==> config.mk <==
export PLATFORM = sky130hd
export DESIGN_NAME = futex_wait_queue_engine
export DESIGN_NICKNAME = d
export VERILOG_FILES = /design/src/design/fwq_pkg.sv /design/src/design/fwq_table.sv /design/src/design/futex_wait_queue_engine.sv
export SDC_FILE = /design/constraint.sdc
export NUM_CORES = 2
export LEC_CHECK = 0
export BUFFER_PORTS_ARGS = -buffer_cell sky130_fd_sc_hd__buf_2
export CAP_MARGIN = 20
export CELL_PAD_IN_SITES_DETAIL_PLACEMENT = 0
export CELL_PAD_IN_SITES_GLOBAL_PLACEMENT = 2
export CORE_MARGIN = 3
export CORE_UTILIZATION = 47
export DETAILED_ROUTE_END_ITERATION = 8
export GPL_ROUTABILITY_DRIVEN = 1
export PLACE_DENSITY_LB_ADDON = 0.05
export SYNTH_ARGS = -nofsm -noshare
export SYNTH_HDL_FRONTEND = slang
export SYNTH_HIERARCHICAL = 1
export SYNTH_SLANG_ARGS = --single-unit
==> constraint.sdc <==
create_clock -name clk -period 9.2 [get_ports clk]
set_clock_uncertainty 0.1 [all_clocks]
set_input_delay 0.46 -clock clk [delete_from_list [all_inputs] [get_ports clk]]
set_output_delay 0.46 -clock clk [all_outputs]
set_load 0.02 [all_outputs]
==> src/design/fwq_pkg.sv <==
// ----------------------------------------------------------------------------
// fwq_pkg
// Shared types and constants for the futex wait queue engine.
// ----------------------------------------------------------------------------
`default_nettype none

package fwq_pkg;

    localparam int SLOTS     = 16;
    localparam int TASK_BITS = 8;
    localparam int CNT_W     = $clog2(SLOTS + 1);
    localparam int IDX_W     = $clog2(SLOTS);

    localparam logic [2:0] ACT_WAIT    = 3'd0;
    localparam logic [2:0] ACT_WAKE    = 3'd1;
    localparam logic [2:0] ACT_REQUEUE = 3'd2;
    localparam logic [2:0] ACT_CANCEL  = 3'd3;
    localparam logic [2:0] ACT_QUERY   = 3'd4;

    localparam logic [1:0] ST_OK       = 2'd0;
    localparam logic [1:0] ST_BAD      = 2'd1;
    localparam logic [1:0] ST_MISMATCH = 2'd2;
    localparam logic [1:0] ST_FULL     = 2'd3;

    localparam logic KIND_REPORT  = 1'b0;
    localparam logic KIND_SUMMARY = 1'b1;

    typedef struct packed {
        logic [2:0]  action;
        logic [31:0] word_address;
        logic [31:0] second_address;
        logic [31:0] current_value;
        logic [31:0] expected_value;
        logic [7:0]  task_id;
        logic [31:0] wake_limit;
        logic [31:0] requeue_limit;
    } req_t;

    typedef struct packed {
        logic       item_kind;
        logic [1:0] status;
        logic [7:0] woken_task;
        logic [4:0] count;
        logic       last;
    } res_t;

    typedef struct packed {
        logic                 pop;
        logic                 push;
        logic [31:0]          addr;
        logic [TASK_BITS-1:0] task_id;
    } tbl_cmd_t;

    typedef struct packed {
        logic [CNT_W-1:0]     count;
        logic [31:0]          head_addr;
        logic [TASK_BITS-1:0] head_task;
    } tbl_stat_t;

    typedef enum logic [1:0] {
        S_IDLE,
        S_SCAN,
        S_APPEND,
        S_SUMMARY
    } state_t;

endpackage

`default_nettype wire

==> src/design/fwq_table.sv <==
// ----------------------------------------------------------------------------
// fwq_table
// Arrival-ordered waiter table: pops at the head, appends at the tail.
// ----------------------------------------------------------------------------
`default_nettype none

module fwq_table (
    input  wire logic               clk,
    input  wire logic               rst_n,
    input  wire fwq_pkg::tbl_cmd_t  cmd,
    output fwq_pkg::tbl_stat_t      stat
);

    logic [31:0]                   addr_reg [fwq_pkg::SLOTS];
    logic [31:0]                   addr_next [fwq_pkg::SLOTS];
    logic [fwq_pkg::TASK_BITS-1:0] task_reg [fwq_pkg::SLOTS];
    logic [fwq_pkg::TASK_BITS-1:0] task_next [fwq_pkg::SLOTS];
    logic [fwq_pkg::CNT_W-1:0]     cnt_reg;
    logic [fwq_pkg::CNT_W-1:0]     cnt_next;
    logic [fwq_pkg::CNT_W-1:0]     wpos;

    always_comb
    begin
        for (int i = 0; i < fwq_pkg::SLOTS - 1; i++)
        begin
            if (cmd.pop)
            begin
                addr_next[i] = addr_reg[i + 1];
                task_next[i] = task_reg[i + 1];
            end
            else
            begin
                addr_next[i] = addr_reg[i];
                task_next[i] = task_reg[i];
            end
        end
        addr_next[fwq_pkg::SLOTS - 1] = addr_reg[fwq_pkg::SLOTS - 1];
        task_next[fwq_pkg::SLOTS - 1] = task_reg[fwq_pkg::SLOTS - 1];
        wpos = cmd.pop ? cnt_reg - 1'b1 : cnt_reg;
        if (cmd.push)
        begin
            addr_next[wpos[fwq_pkg::IDX_W-1:0]] = cmd.addr;
            task_next[wpos[fwq_pkg::IDX_W-1:0]] = cmd.task_id;
        end
        cnt_next = cnt_reg - fwq_pkg::CNT_W'(cmd.pop) + fwq_pkg::CNT_W'(cmd.push);
    end

    always_ff @(posedge clk or negedge rst_n)
    begin
        if (!rst_n)
            cnt_reg <= '0;
        else
            cnt_reg <= cnt_next;
    end

    always_ff @(posedge clk)
    begin
        addr_reg <= addr_next;
        task_reg <= task_next;
    end

    assign stat.count     = cnt_reg;
    assign stat.head_addr = addr_reg[0];
    assign stat.head_task = task_reg[0];

endmodule

`default_nettype wire

==> src/design/futex_wait_queue_engine.sv <==
// ----------------------------------------------------------------------------
// futex_wait_queue_engine
// Futex wait queue: wait, wake, requeue, cancel and query over one table.
// ----------------------------------------------------------------------------
// A request enters on in_req when in_valid is high and in_stall is low; the
// block raises in_stall from the cycle after acceptance until the summary of
// that request has been loaded into the output register. Results leave on
// out_res under out_valid/out_stall: zero or more woken-task reports, then a
// summary with last set. The output register holds its result while
// out_stall is high, and the sequencer waits for it to drain.
// Every scanning action visits the table by rotating it once through its
// head, one entry per cycle through a single address/task comparator while
// no report waits on a stalled output; entries taken by requeue are then
// appended one by one at the tail under the second address. Wait and
// refused requests go straight from idle to the summary state.
// Reset empties the table and the output register; no clearing pass runs.
// ----------------------------------------------------------------------------
`default_nettype none

module futex_wait_queue_engine (
    input  wire logic            clk,
    input  wire logic            rst_n,
    input  wire logic            in_valid,
    output logic                 in_stall,
    input  wire fwq_pkg::req_t   in_req,
    output logic                 out_valid,
    input  wire logic            out_stall,
    output fwq_pkg::res_t        out_res
);

    fwq_pkg::state_t    state_reg, state_next;
    fwq_pkg::req_t      req_reg, req_next;
    fwq_pkg::tbl_cmd_t  cmd;
    fwq_pkg::tbl_stat_t stat;

    logic [fwq_pkg::CNT_W-1:0]     left_reg, left_next;
    logic [fwq_pkg::CNT_W-1:0]     woken_reg, woken_next;
    logic [fwq_pkg::CNT_W-1:0]     aff_reg, aff_next;
    logic [fwq_pkg::CNT_W-1:0]     nm_reg, nm_next;
    logic                          found_reg, found_next;
    logic [1:0]                    sts_reg, sts_next;
    logic [fwq_pkg::TASK_BITS-1:0] mv_reg [fwq_pkg::SLOTS];
    logic [fwq_pkg::TASK_BITS-1:0] mv_next [fwq_pkg::SLOTS];
    logic                          out_valid_reg, out_valid_next;
    fwq_pkg::res_t                 out_reg, out_next;

    logic        accept, out_free, addr_hit, task_hit, active, can_wake;
    logic [2:0]  act;
    logic [31:0] wlimit, rlimit;

    fwq_table u_table (
        .clk  (clk),
        .rst_n(rst_n),
        .cmd  (cmd),
        .stat (stat)
    );

    assign accept   = in_valid && !in_stall;
    assign out_free = !out_valid_reg || !out_stall;
    assign act      = req_reg.action;
    assign wlimit   = req_reg.wake_limit;
    assign rlimit   = (act == fwq_pkg::ACT_WAKE) ? 32'd0 : req_reg.requeue_limit;

    // The one comparator unit: the head entry against the request key.
    assign addr_hit = stat.head_addr == req_reg.word_address;
    assign task_hit = stat.head_task == fwq_pkg::TASK_BITS'(req_reg.task_id);
    assign can_wake = 32'(woken_reg) < wlimit;
    assign active   = can_wake || (32'(nm_reg) < rlimit);

    always_comb
    begin
        state_next     = state_reg;
        req_next       = req_reg;
        left_next      = left_reg;
        woken_next     = woken_reg;
        aff_next       = aff_reg;
        nm_next        = nm_reg;
        found_next     = found_reg;
        sts_next       = sts_reg;
        mv_next        = mv_reg;
        out_valid_next = out_valid_reg && out_stall;
        out_next       = out_reg;
        cmd            = '0;
        in_stall       = state_reg != fwq_pkg::S_IDLE;

        unique case (state_reg)
            fwq_pkg::S_IDLE:
            begin
                if (accept)
                begin
                    req_next   = in_req;
                    left_next  = stat.count;
                    woken_next = '0;
                    aff_next   = '0;
                    nm_next    = '0;
                    found_next = 1'b0;
                    sts_next   = fwq_pkg::ST_OK;
                    state_next = fwq_pkg::S_SCAN;
                    priority if (in_req.action > fwq_pkg::ACT_QUERY)
                    begin
                        sts_next   = fwq_pkg::ST_BAD;
                        state_next = fwq_pkg::S_SUMMARY;
                    end
                    else if (in_req.action != fwq_pkg::ACT_CANCEL
                             && (in_req.word_address == 32'd0
                                 || (in_req.action == fwq_pkg::ACT_REQUEUE
                                     && in_req.second_address == 32'd0)))
                    begin
                        sts_next   = fwq_pkg::ST_BAD;
                        state_next = fwq_pkg::S_SUMMARY;
                    end
                    else if (in_req.action == fwq_pkg::ACT_WAIT)
                    begin
                        state_next = fwq_pkg::S_SUMMARY;
                        priority if (in_req.current_value != in_req.expected_value)
                            sts_next = fwq_pkg::ST_MISMATCH;
                        else if (stat.count >= fwq_pkg::CNT_W'(fwq_pkg::SLOTS))
                            sts_next = fwq_pkg::ST_FULL;
                        else
                        begin
                            cmd.push    = 1'b1;
                            cmd.addr    = in_req.word_address;
                            cmd.task_id = fwq_pkg::TASK_BITS'(in_req.task_id);
                        end
                    end
                    else
                    begin
                        state_next = fwq_pkg::S_SCAN;
                    end
                end
            end

            fwq_pkg::S_SCAN:
            begin
                if (left_reg == '0)
                begin
                    state_next = (nm_reg != '0) ? fwq_pkg::S_APPEND : fwq_pkg::S_SUMMARY;
                end
                else
                begin
                    cmd.addr    = stat.head_addr;
                    cmd.task_id = stat.head_task;
                    unique case (act)
                        fwq_pkg::ACT_CANCEL:
                        begin
                            cmd.pop   = 1'b1;
                            left_next = left_reg - 1'b1;
                            if (task_hit && !found_reg)
                                found_next = 1'b1;
                            else
                                cmd.push = 1'b1;
                        end
                        fwq_pkg::ACT_QUERY:
                        begin
                            cmd.pop   = 1'b1;
                            cmd.push  = 1'b1;
                            left_next = left_reg - 1'b1;
                            if (addr_hit)
                                aff_next = aff_reg + 1'b1;
                        end
                        default:
                        begin
                            if (addr_hit && active)
                            begin
                                if (can_wake)
                                begin
                                    // A report needs the output register.
                                    if (out_free)
                                    begin
                                        cmd.pop        = 1'b1;
                                        left_next      = left_reg - 1'b1;
                                        woken_next     = woken_reg + 1'b1;
                                        aff_next       = aff_reg + 1'b1;
                                        out_valid_next = 1'b1;
                                        out_next.item_kind  = fwq_pkg::KIND_REPORT;
                                        out_next.status     = fwq_pkg::ST_OK;
                                        out_next.woken_task = 8'(stat.head_task);
                                        out_next.count      = 5'd0;
                                        out_next.last       = 1'b0;
                                    end
                                end
                                else
                                begin
                                    cmd.pop   = 1'b1;
                                    left_next = left_reg - 1'b1;
                                    aff_next  = aff_reg + 1'b1;
                                    nm_next   = nm_reg + 1'b1;
                                    mv_next[nm_reg[fwq_pkg::IDX_W-1:0]] = stat.head_task;
                                end
                            end
                            else
                            begin
                                cmd.pop   = 1'b1;
                                cmd.push  = 1'b1;
                                left_next = left_reg - 1'b1;
                            end
                        end
                    endcase
                end
            end

            fwq_pkg::S_APPEND:
            begin
                cmd.push    = 1'b1;
                cmd.addr    = req_reg.second_address;
                cmd.task_id = mv_reg[0];
                for (int i = 0; i < fwq_pkg::SLOTS - 1; i++)
                    mv_next[i] = mv_reg[i + 1];
                nm_next = nm_reg - 1'b1;
                if (nm_reg == fwq_pkg::CNT_W'(1))
                    state_next = fwq_pkg::S_SUMMARY;
            end

            fwq_pkg::S_SUMMARY:
            begin
                if (out_free)
                begin
                    out_valid_next      = 1'b1;
                    out_next.item_kind  = fwq_pkg::KIND_SUMMARY;
                    out_next.status     = sts_reg;
                    out_next.woken_task = 8'd0;
                    out_next.last       = 1'b1;
                    out_next.count      = 5'd0;
                    if (sts_reg == fwq_pkg::ST_OK)
                    begin
                        unique case (act)
                            fwq_pkg::ACT_WAKE:    out_next.count = 5'(woken_reg);
                            fwq_pkg::ACT_REQUEUE: out_next.count = 5'(aff_reg);
                            fwq_pkg::ACT_CANCEL:  out_next.count = 5'(found_reg);
                            fwq_pkg::ACT_QUERY:   out_next.count = 5'(aff_reg);
                            default:              out_next.count = 5'd0;
                        endcase
                    end
                    state_next = fwq_pkg::S_IDLE;
                end
            end

            default:
            begin
                state_next = fwq_pkg::S_IDLE;
            end
        endcase
    end

    always_ff @(posedge clk or negedge rst_n)
    begin
        if (!rst_n)
        begin
            state_reg     <= fwq_pkg::S_IDLE;
            out_valid_reg <= 1'b0;
        end
        else
        begin
            state_reg     <= state_next;
            out_valid_reg <= out_valid_next;
        end
    end

    always_ff @(posedge clk)
    begin
        req_reg   <= req_next;
        left_reg  <= left_next;
        woken_reg <= woken_next;
        aff_reg   <= aff_next;
        nm_reg    <= nm_next;
        found_reg <= found_next;
        sts_reg   <= sts_next;
        mv_reg    <= mv_next;
        out_reg   <= out_next;
    end

    assign out_valid = out_valid_reg;
    assign out_res   = out_reg;

endmodule

`default_nettype wire
Word-level counts from Yosys, hierarchy flattened
Cells that the tools add are included.
Storage, ports and cells
  flip-flop bits (word level): 955
  input port bits: 207
Operators by class
  $add $sub $neg: 8
  $lt $le $gt $ge: 8
  eq/ne operators: 30
  mux-type cells: 121
  bitwise operators: 6
  reductions and logical operators: 41
Operators with widths (count)
  $mux 128: 5
  $mux 32: 17
  $bwmux 512: 1
  $mux 512: 1
  $bwmux 128: 2
  $mux 41: 6
  $pmux 120 s2: 1
  $mux 8: 17
  $demux 32 s4: 1
  $pmux 41 s3: 1
  $mux 5: 22
  $mux 17: 6
  $demux 8 s4: 2
  $logic_not 32->1: 2
  $lt 5x32->1: 2
  $mux 42: 1
  $pmux 5 s2: 4
  $pmux 17 s2: 1
  $eq 32x32->1: 1
  $ne 32x32->1: 1
  $pmux 5 s3: 2
  $ne 2x2->1 const B: 13
  $reduce_and 7->1: 3
  $mux 2: 9
  other kinds (41): 93

Depth between registers and ports, before layout
  word-level depth: 17
  gate-level depth with buffers: 16
  mapped depth without buffers: 14

Hierarchy
The synthesis kept the hierarchy.
By module, submodules not included
  fwq_table: instances 1, cells an instance 2119, area an instance 28304.6 µm², sequential area each 13337.8 µm²
  futex_wait_queue_engine: instances 1, cells an instance 1070, area an instance 14428.8 µm², sequential area each 9263.9 µm²

Worst setup path before layout
Ideal clock, no wire load.
  kind: reg-to-reg
  from: register state_reg[0]
  to: register aff_reg[0] (netlist bit), enable pin
  setup time: 0.378 ns
  arrival: 4.557 ns
  path slack: 4.166 ns
  stages on the path, launching flop included: 7
  buffers on the path: 0
  clock period less this slack: 5.034 ns
  cell sequence: dfrtp_1 inv_1 ha_1 nand2_1 inv_1 a21oi_1 a311oi_1
Between the ends
  cells in the longest elaborated chain, start to end: 5
  elaborated cells between the ends (all ways): 13
  classes of those cells: eq/ne (7); reduce/logical (6)
RTL lines
  from (decl): RTL line futex_wait_queue_engine.sv:31  | fwq_pkg::state_t state_reg, state_next;
  from (signal assigned): RTL line futex_wait_queue_engine.sv:249  | state_reg <= fwq_pkg::S_IDLE;
  from (signal assigned): RTL line futex_wait_queue_engine.sv:254  | state_reg <= state_next;
  $reduce_bool 2->1: RTL line futex_wait_queue_engine.sv:84  | in_stall = state_reg != fwq_pkg::S_IDLE;
  $logic_not 1->1: RTL line futex_wait_queue_engine.sv:58  | assign accept = in_valid && !in_stall;
  $logic_and 1x1->1: RTL line futex_wait_queue_engine.sv:58
  $ne 2x2->1 (no source line)
  $reduce_and 7->1 (no source line) *
  to (signal assigned): RTL line futex_wait_queue_engine.sv:264  | aff_reg <= aff_next;
  to (decl): RTL line futex_wait_queue_engine.sv:38  | logic [fwq_pkg::CNT_W-1:0] aff_reg, aff_next;
Every way passes the cells marked *; elsewhere a longest branch is shown, timed or not.
A chain may end at the register's enable or synchronous reset.

==> results.py <==
metrics = {
    "synthesis": {
        "ys_top_cells_by_area": "mux2_2 (30%), dfxtp_1 (28%), edfxtp_1 (24%), mux2_1 (1.9%), a22o_1 (1.7%)",
        "yosys.area.top_type_share": 0.298,
        "yosysWarnings": 6,
        "yosysSeqAreaShare": 0.529,
        "yosys.area_share.adder": 0.00867,
        "syn_area_sq_mm": 0.0427,
        "synthSimpleGateAreaFrac": 0.0395,
        "ys_types": 63,
        "synth-seq-cells": 954,
        "avgSynthCellArea_sq_um": 13.4,
        "synth-main-ff-cell": "dfxtp_1",
        "synth_top_family_by_area": "multiplexers",
        "synth_area_leader_cell": "mux2_2",
        "synth-edff-count": 346,
        "synthMuxAreaShare": 0.317,
        "synthArstFlopShare": 0.00839,
        "synth_nets": 3425,
        "synth_compound_area_frac": 0.0537,
        "postSynthCellCount": 3189,
        "synth_xor_area_frac": 0.0182,
    },
    "critical_path": {
        "cp.arrival_ns": 6.76,
        "crit_slowest_cell": "buf_4",
        "path_buf_inv": 3,
        "rr_worst_depth": 11,
        "max_stage_delay_ns": 0.89,
        "crit_start": "wlimit[9]",
        "crit_end": "u_table/addr_reg[311]",
        "r2r_start": "wlimit[9]",
        "timing.rr.end": "u_table/addr_reg[311]",
        "crit_chain": "nor4_1 -> nand4_1 -> nor3_2 -> and2_1 -> nor2_1 -> a21oi_4 -> buf_4 -> buf_12 -> buf_4 -> mux2_2 -> mux2_1",
        "crit_cells": 11,
        "cp-end-kind": "flip-flop",
        "crit_required_ns": 9.65,
        "crit_path_max_fanout": 197,
        "r2r_slack_ns": 2.88,
        "cp-start-kind": "flip-flop",
        "critPathKind": "reg -> reg",
        "critPathTopFamily": "buffers and inverters",
        "crit_top_cell": "buf_4",
    },
    "global_route": {
        "overflow": 0,
        "grt_start_max_net_pins": 198,
        "grt_util_all_layers": 0.228,
        "grt_pass1_wl_mm": 165,
        "antenna_found_initial": 7,
        "grt_pass1_vias": 27000,
    },
    "power": {
        "power_uw": 17800,
        "clock_power_share": 0.236,
        "comb_power_share": 0.379,
        "ir_worst_vdd_v": 0.000296,
        "p_int_uw": 12200,
        "power_frac_seq": 0.386,
        "cellPowerDensity_mw_per_mm2": 359,
        "sw_frac_of_total": 0.313,
        "p_sw_uw": 5570,
        "p_leak_uw": 0.0195,
    },
    "drt": {
        "vias_per_cell": 5.61,
        "dr.first_iter.drc_count": 1944,
        "finalWirelength_mm": 110,
        "first_pass_iters": 5,
        "vias": 26400,
        "ant_nets": 0,
        "drc": 0,
        "wl_per_cell_um": 23.3,
    },
    "floorplan": {
        "ios": 226,
        "coreArea_sq_mm": 0.0893,
        "dieHeight_um": 308,
        "num_rows": 109,
        "die_w_um": 308,
        "start_util": 0.478,
        "die_area_sq_mm": 0.0946,
    },
    "job": {
        "max-cap-violations": 0,
    },
    "cells_and_area": {
        "largest_register_ffs": 480,
        "synthToLayoutAreaGrowth_pct": 16.2,
        "mostFrequentLayoutCells": "mux2_2 (1129), dfxtp_1 (600), edfxtp_1 (346), buf_2 (228), dlygate4sd3_1 (135)",
        "final_common_cell": "mux2_2",
        "layout.nets": 3683,
        "drive_gt1_frac": 0.461,
    },
    "clock_network": {
        "clk_latency_ns": 0.67,
        "cts_root_buffer": "clkbuf_16",
        "clock_path_buffers": 3,
        "hold_buffers": 135,
        "cts_made_buffers": 104,
        "cts_resized": 0,
        "clock_sinks": 954,
        "cts_tree": "done",
        "post_cts_buffers": 0,
        "htreeDepth": 3,
        "cts.clk_slew.worst_paths_ns": 0.06,
    },
    "outcome": {
        "status": "complete, no violations",
    },
    "placed_design": {
        "gp_congestion": 0.790,
        "dp_hpwl_mm": 66.6,
        "numPortBuffers": 225,
    },
    "timing": {
        "worst_slew_pin_slew_ns": 1.16,
        "setup_viol": 0,
        "max_freq_ghz": 0.158,
        "rsz0062_at_grt": "no",
        "slew_headroom": 0.228,
        "finalHoldViolCount": 0,
        "fin_tns_setup_ns": 0,
        "finalCriticalPeriod_ns": 6.32,
        "fin_crit_sh": 0.687,
        "drv_slew": 0,
    },
    "min_path": {
        "hold_class": "in -> reg",
    },
}
## worst min-delay path by stage
stage,end,startpoint,slack (ns),depth (start not counted)
floorplan,out_valid,rst_n,0.06,0
global placement,out_valid,rst_n,0.23,1
detailed placement,out_valid,rst_n,0.23,1
CTS,req_reg[153],in_req[153],0.005,1
global route,req_reg[179],in_req[179],0.02,1
finish,req_reg[179],in_req[179],0.04,1
## cell families (layout without fill, tap and decap cells)
logic type | Yosys count | count (layout)
buffers and inverters | 315 | 661
AO/OA/AOI/OAI | 302 | 302
other | 0 | 5
multiplexers | 1204 | 1204
flip-flops | 954 | 954
adder cells (fa/ha/maj) | 29 | 29
XOR/XNOR | 89 | 89
AND/OR/NAND/NOR | 296 | 296
## cell usage after synthesis, drive strengths merged (10+ instances only)
library cell and count:
a21boi 14, a21oi 58, a22o 81, a22oi 47, a32o 42, and2 10, and3 35, buf 137
clkbuf 153, dfxtp 600, edfxtp 346, ha 28, inv 25, mux2 1203, nand2 39, nand3 56
nand4 16, nor2 47, nor2b 13, nor3 16, nor4 46, o21ai 25, xnor2 44, xor2 45
## through the flow
stage / instance area (sq um) / hold slack, ns / util / setup slack (ns) / cells
2_1_floorplan: 42700 / 0.0644 / - / 4.17 / 3189
3_3_place_gp: 44500 / 0.233 / 0.498 / 3.18 / 4329
3_5_place_dp: 44600 / 0.232 / 0.499 / 3.05 / 4337
4_1_cts: 49400 / 0.00491 / 0.553 / 3.02 / 4666
5_1_grt: 49600 / 0.0177 / 0.556 / 2.61 / 4700
6_report: 49700 / 0.0434 / 0.556 / 2.88 / 4705
## routing by layer
metal / wire length [um] / part of all wire / GRT usage / vias to the layer above
met1: 48700 / 0.44 / 0.305 / 13200
li1: - / - / - / 12500
met3: 5670 / 0.052 / 0.0412 / 163
met2: 52500 / 0.48 / 0.383 / 562
met4: 2620 / 0.024 / 0.0592 / 2
met5: 17 / 0.00016 / 0 / -
## worst register-to-register path, cell delays in order, from the launching register on
cell	delay, ns
edfxtp_1	0.36
nor4_1	0.41
nand4_1	0.27
nor3_2	0.34
and2_1	0.30
nor2_1	0.14
a21oi_4	0.78
buf_4	0.80
buf_12	0.75
buf_4	1.17
mux2_2	0.48
mux2_1	0.28
## power groups by stage
stage | clock network [uW] | logic [uW] | registers, uW
2_1_floorplan | 0 | 5440 | 6620
3_3_place_gp | 0 | 6340 | 6880
3_5_place_dp | 0 | 6610 | 6950
4_1_cts | 4300 | 6690 | 6870
5_1_grt | 4480 | 7340 | 7040
6_report | 4200 | 6740 | 6860
## final cells by class
class                      instances  area [sq um]
tap                             1165          1460
clock inverter                    50           498
clock buffer                     144          2960
timing repair buffer             442          3120
sequential                       954         22600
inverter                          25          98.8
antenna                            5          12.5
fill                            7369         39700
multi-input combinational       1920         18900
Power figures use the tool's default switching activity.
